$ cat config.mk
export PLATFORM = sky130hd
export DESIGN_NAME = rs485_frame_deframer_flat
export DESIGN_NICKNAME = d
export VERILOG_FILES = /design/src/rtl/rsd_pkg.sv /design/src/rtl/rsd_ifs.sv /design/src/rtl/rsd_cfg_regs.sv /design/src/rtl/rsd_in_reg.sv /design/src/rtl/rsd_parser.sv /design/src/rtl/rsd_out_reg.sv /design/src/rtl/rs485_frame_deframer.sv /design/src/flat_wrapper.sv
export SDC_FILE = /design/constraint.sdc
export NUM_CORES = 1
export LEC_CHECK = 0
export BUFFER_PORTS_ARGS = -buffer_cell sky130_fd_sc_hd__buf_2
export CAP_MARGIN = 30
export CORE_ASPECT_RATIO = 0.5
export CORE_MARGIN = 4
export CORE_UTILIZATION = 55
export DETAILED_ROUTE_END_ITERATION = 10
export GPL_ROUTABILITY_DRIVEN = 1
export GPL_TIMING_DRIVEN = 1
export PLACE_DENSITY = 0.82
export SLEW_MARGIN = 20
export SYNTH_ARGS = -nofsm -noshare
export SYNTH_HDL_FRONTEND = slang
export SYNTH_SLANG_ARGS = --single-unit
$ cat constraint.sdc
create_clock -name clk -period 2.7 [get_ports clk]
set_input_delay 0.135 -clock clk [delete_from_list [all_inputs] [get_ports clk]]
set_output_delay 0.135 -clock clk [all_outputs]
set_load 0.02 [all_outputs]
$ cat src/rtl/rsd_pkg.sv
// shared types and constants of the rs485 frame deframer
`timescale 1ns / 1ps

package rsd_pkg;

    localparam int BYTE_W  = 8;
    localparam int POS_W   = 9;
    localparam int CFG_IDX_W = 2;

    localparam logic [CFG_IDX_W-1:0] CFG_OWN_ADDR   = 2'd0;
    localparam logic [CFG_IDX_W-1:0] CFG_BCAST_ADDR = 2'd1;
    localparam logic [CFG_IDX_W-1:0] CFG_START_BYTE = 2'd2;

    localparam logic [BYTE_W-1:0] OWN_ADDR_RST   = 8'h10;
    localparam logic [BYTE_W-1:0] BCAST_ADDR_RST = 8'hFF;
    localparam logic [BYTE_W-1:0] START_BYTE_RST = 8'h16;

    typedef enum logic [2:0] {
        PH_HUNT = 3'd0,
        PH_ADDR = 3'd1,
        PH_CMD  = 3'd2,
        PH_LEN  = 3'd3,
        PH_DATA = 3'd4,
        PH_CHK  = 3'd5
    } phase_t;

    typedef struct packed {
        logic [BYTE_W-1:0] own_address;
        logic [BYTE_W-1:0] broadcast_address;
        logic [BYTE_W-1:0] start_byte;
    } cfg_t;

    typedef struct packed {
        logic [BYTE_W-1:0] data_byte;
        logic [POS_W-1:0]  position;
        logic              is_broadcast;
        logic              last;
        logic              frame_good;
    } result_t;

endpackage

$ cat src/rtl/rsd_ifs.sv
// valid/ready channel interfaces for received bytes and frame words
`timescale 1ns / 1ps

interface rsd_rx_if;
    logic       valid;
    logic       ready;
    logic [7:0] rx_byte;

    modport source (output valid, output rx_byte, input ready);
    modport sink   (input valid, input rx_byte, output ready);
endinterface

interface rsd_res_if;
    logic       valid;
    logic       ready;
    logic [7:0] data_byte;
    logic [8:0] position;
    logic       is_broadcast;
    logic       last;
    logic       frame_good;

    modport source (output valid, output data_byte, output position,
                    output is_broadcast, output last, output frame_good,
                    input ready);
    modport sink   (input valid, input data_byte, input position,
                    input is_broadcast, input last, input frame_good,
                    output ready);
endinterface

$ cat src/rtl/rsd_cfg_regs.sv
// configuration registers: own address, broadcast address, start byte
`timescale 1ns / 1ps

module rsd_cfg_regs (
    input  logic                          clk,
    input  logic                          rst_n,
    input  logic                          cfg_we,
    input  logic [rsd_pkg::CFG_IDX_W-1:0] cfg_index,
    input  logic [rsd_pkg::BYTE_W-1:0]    cfg_data,
    output rsd_pkg::cfg_t                 cfg
);
    import rsd_pkg::*;

    cfg_t cfg_reg;

    always_ff @(posedge clk or negedge rst_n)
    begin
        if (!rst_n)
        begin
            cfg_reg.own_address       <= OWN_ADDR_RST;
            cfg_reg.broadcast_address <= BCAST_ADDR_RST;
            cfg_reg.start_byte        <= START_BYTE_RST;
        end
        else if (cfg_we)
        begin
            case (cfg_index)
                CFG_OWN_ADDR:   cfg_reg.own_address       <= cfg_data;
                CFG_BCAST_ADDR: cfg_reg.broadcast_address <= cfg_data;
                CFG_START_BYTE: cfg_reg.start_byte        <= cfg_data;
                default:        cfg_reg                   <= cfg_reg;
            endcase
        end
    end

    assign cfg = cfg_reg;

endmodule

$ cat src/rtl/rsd_in_reg.sv
// input byte register in front of the frame parser
`timescale 1ns / 1ps

module rsd_in_reg (
    input  logic                       clk,
    input  logic                       rst_n,
    rsd_rx_if.sink                     rx,
    input  logic                       take,
    output logic                       byte_valid,
    output logic [rsd_pkg::BYTE_W-1:0] byte_data
);
    import rsd_pkg::*;

    logic              full_reg;
    logic              full_next;
    logic [BYTE_W-1:0] data_reg;
    logic              accept;

    assign rx.ready = !full_reg || take;
    assign accept   = rx.valid && rx.ready;

    always_comb
    begin
        full_next = full_reg;
        if (accept)
            full_next = 1'b1;
        else if (take)
            full_next = 1'b0;
    end

    always_ff @(posedge clk or negedge rst_n)
    begin
        if (!rst_n)
            full_reg <= 1'b0;
        else
            full_reg <= full_next;
    end

    always_ff @(posedge clk)
    begin
        if (accept)
            data_reg <= rx.rx_byte;
    end

    assign byte_valid = full_reg;
    assign byte_data  = data_reg;

endmodule

$ cat src/rtl/rsd_parser.sv
// frame state tracking, address filter and checksum check
`timescale 1ns / 1ps

module rsd_parser (
    input  logic                       clk,
    input  logic                       rst_n,
    input  rsd_pkg::cfg_t              cfg,
    input  logic                       byte_valid,
    input  logic [rsd_pkg::BYTE_W-1:0] byte_data,
    input  logic                       out_free,
    output logic                       take,
    output logic                       res_load,
    output rsd_pkg::result_t           res
);
    import rsd_pkg::*;

    phase_t            phase_reg, phase_next;
    logic [BYTE_W-1:0] remain_reg, remain_next;
    logic [BYTE_W-1:0] sum_reg, sum_next;
    logic [POS_W-1:0]  index_reg, index_next;
    logic              accepted_reg, accepted_next;
    logic              bcast_reg, bcast_next;
    logic              emit;
    logic              is_last;
    logic              good;

    always_comb
    begin
        phase_next    = phase_reg;
        remain_next   = remain_reg;
        sum_next      = sum_reg;
        index_next    = index_reg;
        accepted_next = accepted_reg;
        bcast_next    = bcast_reg;
        emit          = 1'b0;
        is_last       = 1'b0;
        good          = 1'b0;
        case (phase_reg)
            PH_ADDR:
            begin
                index_next    = POS_W'(1);
                sum_next      = byte_data;
                bcast_next    = (byte_data == cfg.broadcast_address);
                accepted_next = bcast_next || (byte_data == cfg.own_address);
                emit          = accepted_next;
                phase_next    = PH_CMD;
            end
            PH_CMD:
            begin
                index_next = POS_W'(2);
                sum_next   = sum_reg + byte_data;
                emit       = accepted_reg;
                phase_next = PH_LEN;
            end
            PH_LEN:
            begin
                index_next  = POS_W'(3);
                sum_next    = sum_reg + byte_data;
                remain_next = byte_data;
                emit        = accepted_reg;
                phase_next  = (byte_data == '0) ? PH_CHK : PH_DATA;
            end
            PH_DATA:
            begin
                index_next  = index_reg + POS_W'(1);
                sum_next    = sum_reg + byte_data;
                remain_next = remain_reg - BYTE_W'(1);
                emit        = accepted_reg;
                if (remain_next == '0)
                    phase_next = PH_CHK;
            end
            PH_CHK:
            begin
                index_next = index_reg + POS_W'(1);
                emit       = accepted_reg;
                is_last    = 1'b1;
                good       = (sum_reg == byte_data);
                phase_next = PH_HUNT;
            end
            default:
            begin
                // hunting, unused codes included
                phase_next = PH_HUNT;
                if (byte_data == cfg.start_byte)
                begin
                    index_next    = '0;
                    sum_next      = '0;
                    remain_next   = '0;
                    accepted_next = 1'b0;
                    bcast_next    = 1'b0;
                    phase_next    = PH_ADDR;
                end
            end
        endcase
    end

    assign take     = byte_valid && (!emit || out_free);
    assign res_load = byte_valid && emit && out_free;

    assign res.data_byte    = byte_data;
    assign res.position     = index_next;
    assign res.is_broadcast = bcast_next;
    assign res.last         = is_last;
    assign res.frame_good   = good;

    always_ff @(posedge clk or negedge rst_n)
    begin
        if (!rst_n)
        begin
            phase_reg    <= PH_HUNT;
            remain_reg   <= '0;
            sum_reg      <= '0;
            index_reg    <= '0;
            accepted_reg <= 1'b0;
            bcast_reg    <= 1'b0;
        end
        else if (take)
        begin
            phase_reg    <= phase_next;
            remain_reg   <= remain_next;
            sum_reg      <= sum_next;
            index_reg    <= index_next;
            accepted_reg <= accepted_next;
            bcast_reg    <= bcast_next;
        end
    end

`ifndef SYNTHESIS
    a_data_count_nonzero: assert property (@(posedge clk) disable iff (!rst_n)
        phase_reg == PH_DATA |-> remain_reg != '0)
        else $error("data phase with no data bytes left");

    a_hunt_after_check: assert property (@(posedge clk) disable iff (!rst_n)
        take && phase_reg == PH_CHK |=> phase_reg == PH_HUNT)
        else $error("no return to hunting after checksum byte");

    a_last_position: assert property (@(posedge clk) disable iff (!rst_n)
        res_load && res.last |-> res.position >= POS_W'(4) && res.position <= POS_W'(259))
        else $error("checksum word at impossible position");

    a_no_emit_hunting: assert property (@(posedge clk) disable iff (!rst_n)
        phase_reg == PH_HUNT |-> !res_load)
        else $error("word emitted while hunting");
`endif

endmodule

$ cat src/rtl/rsd_out_reg.sv
// result word register toward the sink
`timescale 1ns / 1ps

module rsd_out_reg (
    input  logic             clk,
    input  logic             rst_n,
    input  logic             load,
    input  rsd_pkg::result_t res_in,
    output logic             out_free,
    rsd_res_if.source        res
);
    import rsd_pkg::*;

    logic    valid_reg;
    logic    valid_next;
    result_t word_reg;

    assign out_free = !valid_reg || res.ready;

    always_comb
    begin
        valid_next = valid_reg;
        if (load)
            valid_next = 1'b1;
        else if (res.ready)
            valid_next = 1'b0;
    end

    always_ff @(posedge clk or negedge rst_n)
    begin
        if (!rst_n)
            valid_reg <= 1'b0;
        else
            valid_reg <= valid_next;
    end

    always_ff @(posedge clk)
    begin
        if (load)
            word_reg <= res_in;
    end

    assign res.valid        = valid_reg;
    assign res.data_byte    = word_reg.data_byte;
    assign res.position     = word_reg.position;
    assign res.is_broadcast = word_reg.is_broadcast;
    assign res.last         = word_reg.last;
    assign res.frame_good   = word_reg.frame_good;

endmodule

$ cat src/rtl/rs485_frame_deframer.sv
// top level of the rs485 frame deframer
//
//   channel  dir  payload                                          handshake
//   rx       in   rx_byte                                          valid/ready
//   res      out  data_byte position is_broadcast last frame_good  valid/ready
//   cfg      in   cfg_index cfg_data                               cfg_we
//
// one byte per cycle unless a word-producing byte meets a stalled result
// register; a byte passes input register, parser, result register in order
// a stalled result register holds only bytes that produce a word
// asynchronous active-low reset returns to hunting, registers to defaults
`timescale 1ns / 1ps

module rs485_frame_deframer (
    input  logic                          clk,
    input  logic                          rst_n,
    input  logic                          cfg_we,
    input  logic [rsd_pkg::CFG_IDX_W-1:0] cfg_index,
    input  logic [rsd_pkg::BYTE_W-1:0]    cfg_data,
    rsd_rx_if.sink                        rx,
    rsd_res_if.source                     res
);
    import rsd_pkg::*;

    cfg_t              cfg;
    logic              byte_valid;
    logic [BYTE_W-1:0] byte_data;
    logic              take;
    logic              res_load;
    logic              out_free;
    result_t           word;

    rsd_cfg_regs u_cfg (
        .clk       (clk),
        .rst_n     (rst_n),
        .cfg_we    (cfg_we),
        .cfg_index (cfg_index),
        .cfg_data  (cfg_data),
        .cfg       (cfg)
    );

    rsd_in_reg u_in (
        .clk        (clk),
        .rst_n      (rst_n),
        .rx         (rx),
        .take       (take),
        .byte_valid (byte_valid),
        .byte_data  (byte_data)
    );

    rsd_parser u_parser (
        .clk        (clk),
        .rst_n      (rst_n),
        .cfg        (cfg),
        .byte_valid (byte_valid),
        .byte_data  (byte_data),
        .out_free   (out_free),
        .take       (take),
        .res_load   (res_load),
        .res        (word)
    );

    rsd_out_reg u_out (
        .clk      (clk),
        .rst_n    (rst_n),
        .load     (res_load),
        .res_in   (word),
        .out_free (out_free),
        .res      (res)
    );

endmodule
$ cat src/flat_wrapper.sv
// flat-port wrapper written by rule: the top's interface ports become plain ports
module rs485_frame_deframer_flat import rsd_pkg::*;
  (clk, rst_n, cfg_we, cfg_index, cfg_data, rx_valid, rx_rx_byte, rx_ready, res_valid, res_data_byte, res_position, res_is_broadcast, res_last, res_frame_good, res_ready);
  rsd_rx_if rx_i ();
  rsd_res_if res_i ();
  input  logic clk;
  input  logic rst_n;
  input  logic cfg_we;
  input  logic [rsd_pkg::CFG_IDX_W-1:0] cfg_index;
  input  logic [rsd_pkg::BYTE_W-1:0] cfg_data;
  input wire logic [$bits(rx_i.valid)-1:0] rx_valid;
  input wire logic [$bits(rx_i.rx_byte)-1:0] rx_rx_byte;
  output wire logic [$bits(rx_i.ready)-1:0] rx_ready;
  output wire logic [$bits(res_i.valid)-1:0] res_valid;
  output wire logic [$bits(res_i.data_byte)-1:0] res_data_byte;
  output wire logic [$bits(res_i.position)-1:0] res_position;
  output wire logic [$bits(res_i.is_broadcast)-1:0] res_is_broadcast;
  output wire logic [$bits(res_i.last)-1:0] res_last;
  output wire logic [$bits(res_i.frame_good)-1:0] res_frame_good;
  input wire logic [$bits(res_i.ready)-1:0] res_ready;
  assign rx_i.valid = rx_valid;
  assign rx_i.rx_byte = rx_rx_byte;
  assign rx_ready = rx_i.ready;
  assign res_valid = res_i.valid;
  assign res_data_byte = res_i.data_byte;
  assign res_position = res_i.position;
  assign res_is_broadcast = res_i.is_broadcast;
  assign res_last = res_i.last;
  assign res_frame_good = res_i.frame_good;
  assign res_i.ready = res_ready;
  rs485_frame_deframer u_core (.clk(clk), .rst_n(rst_n), .cfg_we(cfg_we), .cfg_index(cfg_index), .cfg_data(cfg_data), .rx(rx_i), .res(res_i));
endmodule
==> flow_summary_export.csv <==
group,metric,value,unit
layout,seq_area,0.00226,mm^2
critical_path,critPathCaptureType,"primary output",
sta,fmax,400,MHz
critical_path,timing.critical_path.to,"rx_ready",
floorplanning,start_util,57.1,%
sta,finalSetupViolCount,0,
layout,instances_no_fill,585,
layout,layout-drive-gt1-share,32.6,%
yosys,yosysWarnings,0,
layout,largest_reg_flops,24,
floorplanning,rows,23,
route,wl,9960,um
sta,relSlewSlack,50.5,%
power_and_ir_drop,p_total,4.31,mW
route,vias,3332,
yosys,synth_edf_count,28,
yosys,synth_seq_area_share,49.0,%
global_route,antenna_found_initial,0,
layout,area_delta_synth_final,15.8,%
yosys,async_flop_share,66.7,%
global_route,grt_pass1_wl,16600,um
sta,hold_slack,53.7,ps
critical_path,cp.arrival,2370,ps
power_and_ir_drop,power_leakage,2.28,nW
critical_path,cp_max_fo,8,
clocking,postCtsSetupBuffers,0,
critical_path,path_cells,"xor2_1 -> nor4_2 -> nand3_4 -> nand3_1 -> nand2_1 -> or2_2 -> buf_2",
sta,maxSlewViolCount,0,
placement,dpl.cell_count,559,
clocking,cts_buffers,9,
route,via_per_inst,5.70,
critical_path,r2r_slack,210,ps
clocking,cts_tree,"done",
critical_path,required,2570,ps
yosys,netlist.area_leader.share,23.9,%
critical_path,cp_top_family,"simple AND/OR/NAND/NOR gates",
sta,tightest_slew,742,ps
power_and_ir_drop,peakVddDrop,400,uV
sta,skew,7.64,ps
clocking,clock_sinks,84,
layout,layout_common_cells,"buf_2 (44), dfrtp_1 (44), nand2_1 (28), edfxtp_1 (28), mux2_2 (26)",
global_route,grt_start_max_net_pins,30,
placement,gp_congestion,0.889,
placement,port_buffers,44,
sta,min_period,2500,ps
yosys,synth_flop_cell,"dfrtp_1",
clocking,cts_buffer_depth,2,
clocking,clkLatencyLatePin,340,ps
outcome,run_status,"finished, final reports clean",
sta,rsz0062_at_grt,"false",
yosys,syn_area,0.00460,mm^2
critical_path,critical_path.max_stage_delay,580,ps
critical_path,crit_start,"u_core.u_in.byte_data[0]$_DFFE_PP_",
route,drt_iter0_drc,236,
layout,fill_cells,607,
yosys,synth_top_cell_by_area,"dfrtp_1",
yosys,yosys_register_bits,84,
critical_path,critical_path_cell_count,7,
clocking,clk_pin_slew_worst_paths,60,ps
floorplanning,coreArea,0.00806,mm^2
route,drt_pass1_iterations,4,
clocking,cts.htree.levels,3,
power_and_ir_drop,power_density,809,mW/mm^2
global_route,grt_pass1_vias,3373,
floorplanning,io-pin-count,45,
floorplanning,dieArea,0.00999,mm^2
critical_path,critPathLaunchType,"flip-flop",
critical_path,timing.rr.start,"u_core.u_in.byte_data[1]$_DFFE_PP_",
floorplanning,die_y,72.7,um
sta,final-hold-violation-count,0,
yosys,ys_top_cells_by_area,"dfrtp_1 (24%), edfxtp_1 (18%), dfstp_2 (6.8%)",
route,drc_errors,0,
layout,nNetsFinal,503,
sta,tns,0,ps
job,cap_violations,0,
route,wire_per_inst,17.0,um
placement,dp_hpwl,7010,um
yosys,synth.distinct_cells,59,
worst_hold_path,hold_class,"input port to flip-flop",
route,ant_nets,0,
critical_path,worstSetupPathType,"flip-flop to primary output",
global_route,grt_usage,21.7,%
yosys,syn_inst,404,
yosys,synth_fp_nets,439,
layout,multiInputGateArea,0.00212,mm^2
critical_path,rr_worst_depth,9,
critical_path,worst_r2r_endpoint,"u_core.u_parser.sum_reg[1]$_DFFE_PN0P_",
critical_path,worst_path_max_delay_cell,"edfxtp_1",
floorplanning,die_w,137,um
layout,diodes,0,
critical_path,cp.buffers_inverters,1,
sta,finalCritPeriodShare,92.6,%
yosys,syn_avg_cell_area,11.4,um^2
global_route,grt-ovfl-total,0,
clocking,cts_root_buf,"clkbuf_16",
-- routing by layer --
layer  wire length [um]  global-route usage (%)
met5                  0                       0
met4                200                    7.85
met3                545                    5.92
met2               4650                    33.7
met1               4560                    29.6
-- repair_timing --
| item | in CTS | in global routing |
|---|---|---|
| endpoints found under the hold margin | 37 | 0 |
| gates resized for setup | 0 | 0 |
| hold buffers | 10 | 0 |
-- Yosys cell counts, types with 2 or more instances --
cell type	n
dfrtp_1	44
a21o_1	2
nand3b_1	4
nor2b_1	8
or2_2	3
o21ai_1	8
dfstp_2	12
buf_12	2
nand2_2	8
nand2b_1	8
o21ai_0	14
or3_1	4
nand2_1	28
nand3_1	9
clkbuf_1	6
o21ai_2	10
a22o_1	12
o21a_1	2
nor3_1	11
a22oi_1	10
inv_1	9
and2_1	4
nor2_1	15
a21oi_2	2
buf_6	8
mux2_2	26
xnor2_1	15
buf_2	6
xor2_1	19
o22ai_1	2
nor4_2	5
ha_1	11
a21oi_1	15
nand4_1	3
edfxtp_1	28
nor4_1	3
a32oi_1	2
o21bai_1	3
and3_1	3
-- kinds of logic after synthesis --
kind of cell             Yosys count  synth area share (%)
buffers and inverters             33                  4.95
adder cells (fa/ha/maj)           12                  3.42
multiplexers                      28                  6.82
AND/OR/NAND/NOR                  123                  15.2
flip-flops                        84                  49.0
AO/OA/AOI/OAI                     90                  14.1
XOR/XNOR                          34                  6.47
-- metrics by stage --
| step | utilization [%] | setup WS (ps) | area (um^2) |
|---|---|---|---|
| finish | 66.1 | 199 | 5330 |
| global route | 66.1 | 50.6 | 5330 |
| CTS | 66.1 | 238 | 5330 |
| detailed placement | 61.4 | 244 | 4950 |
| global placement | 61.4 | 314 | 4950 |
| floorplan | - | 405 | 4600 |
-- how the worst min path moves through the flow --
stage | slack, ps | cells past startpoint | startpoint | end
final | 50 | 2 | cfg_data[7] | u_core.u_cfg.cfg[7]$_DFFE_PN0P_
after global routing | 60 | 2 | cfg_data[7] | u_core.u_cfg.cfg[7]$_DFFE_PN0P_
after CTS | 50 | 2 | cfg_data[7] | u_core.u_cfg.cfg[7]$_DFFE_PN0P_
after detailed placement | 240 | 1 | rst_n | u_core.u_parser.index_reg[8]$_DFFE_PN0P_
after global placement | 230 | 1 | rst_n | u_core.u_parser.index_reg[8]$_DFFE_PN0P_
after floorplan | -160 | 0 | rst_n | u_core.u_cfg.cfg[0]$_DFFE_PN0P_
-- report_power, final --
part / leakage, nW / total (mW) / internal, mW / switching, mW
sequential: 0.987 / 1.69 / 1.52 / 0.163
clock: 0.130 / 1.16 / 0.655 / 0.508
combinational: 1.16 / 1.46 / 0.622 / 0.838
total: 2.28 / 4.31 / 2.80 / 1.51
-- layout make-up --
cell class              count  share of cell area [%]
clock buffers              12                    4.62
clock inverters             4                   0.610
inverters                  10                   0.704
multi-input cells         287                    39.7
flip-flops and latches     84                    42.3
well taps                 112                    2.63
repair buffers             76                    9.34
Note: power is estimated with default switching activity, not from simulation.
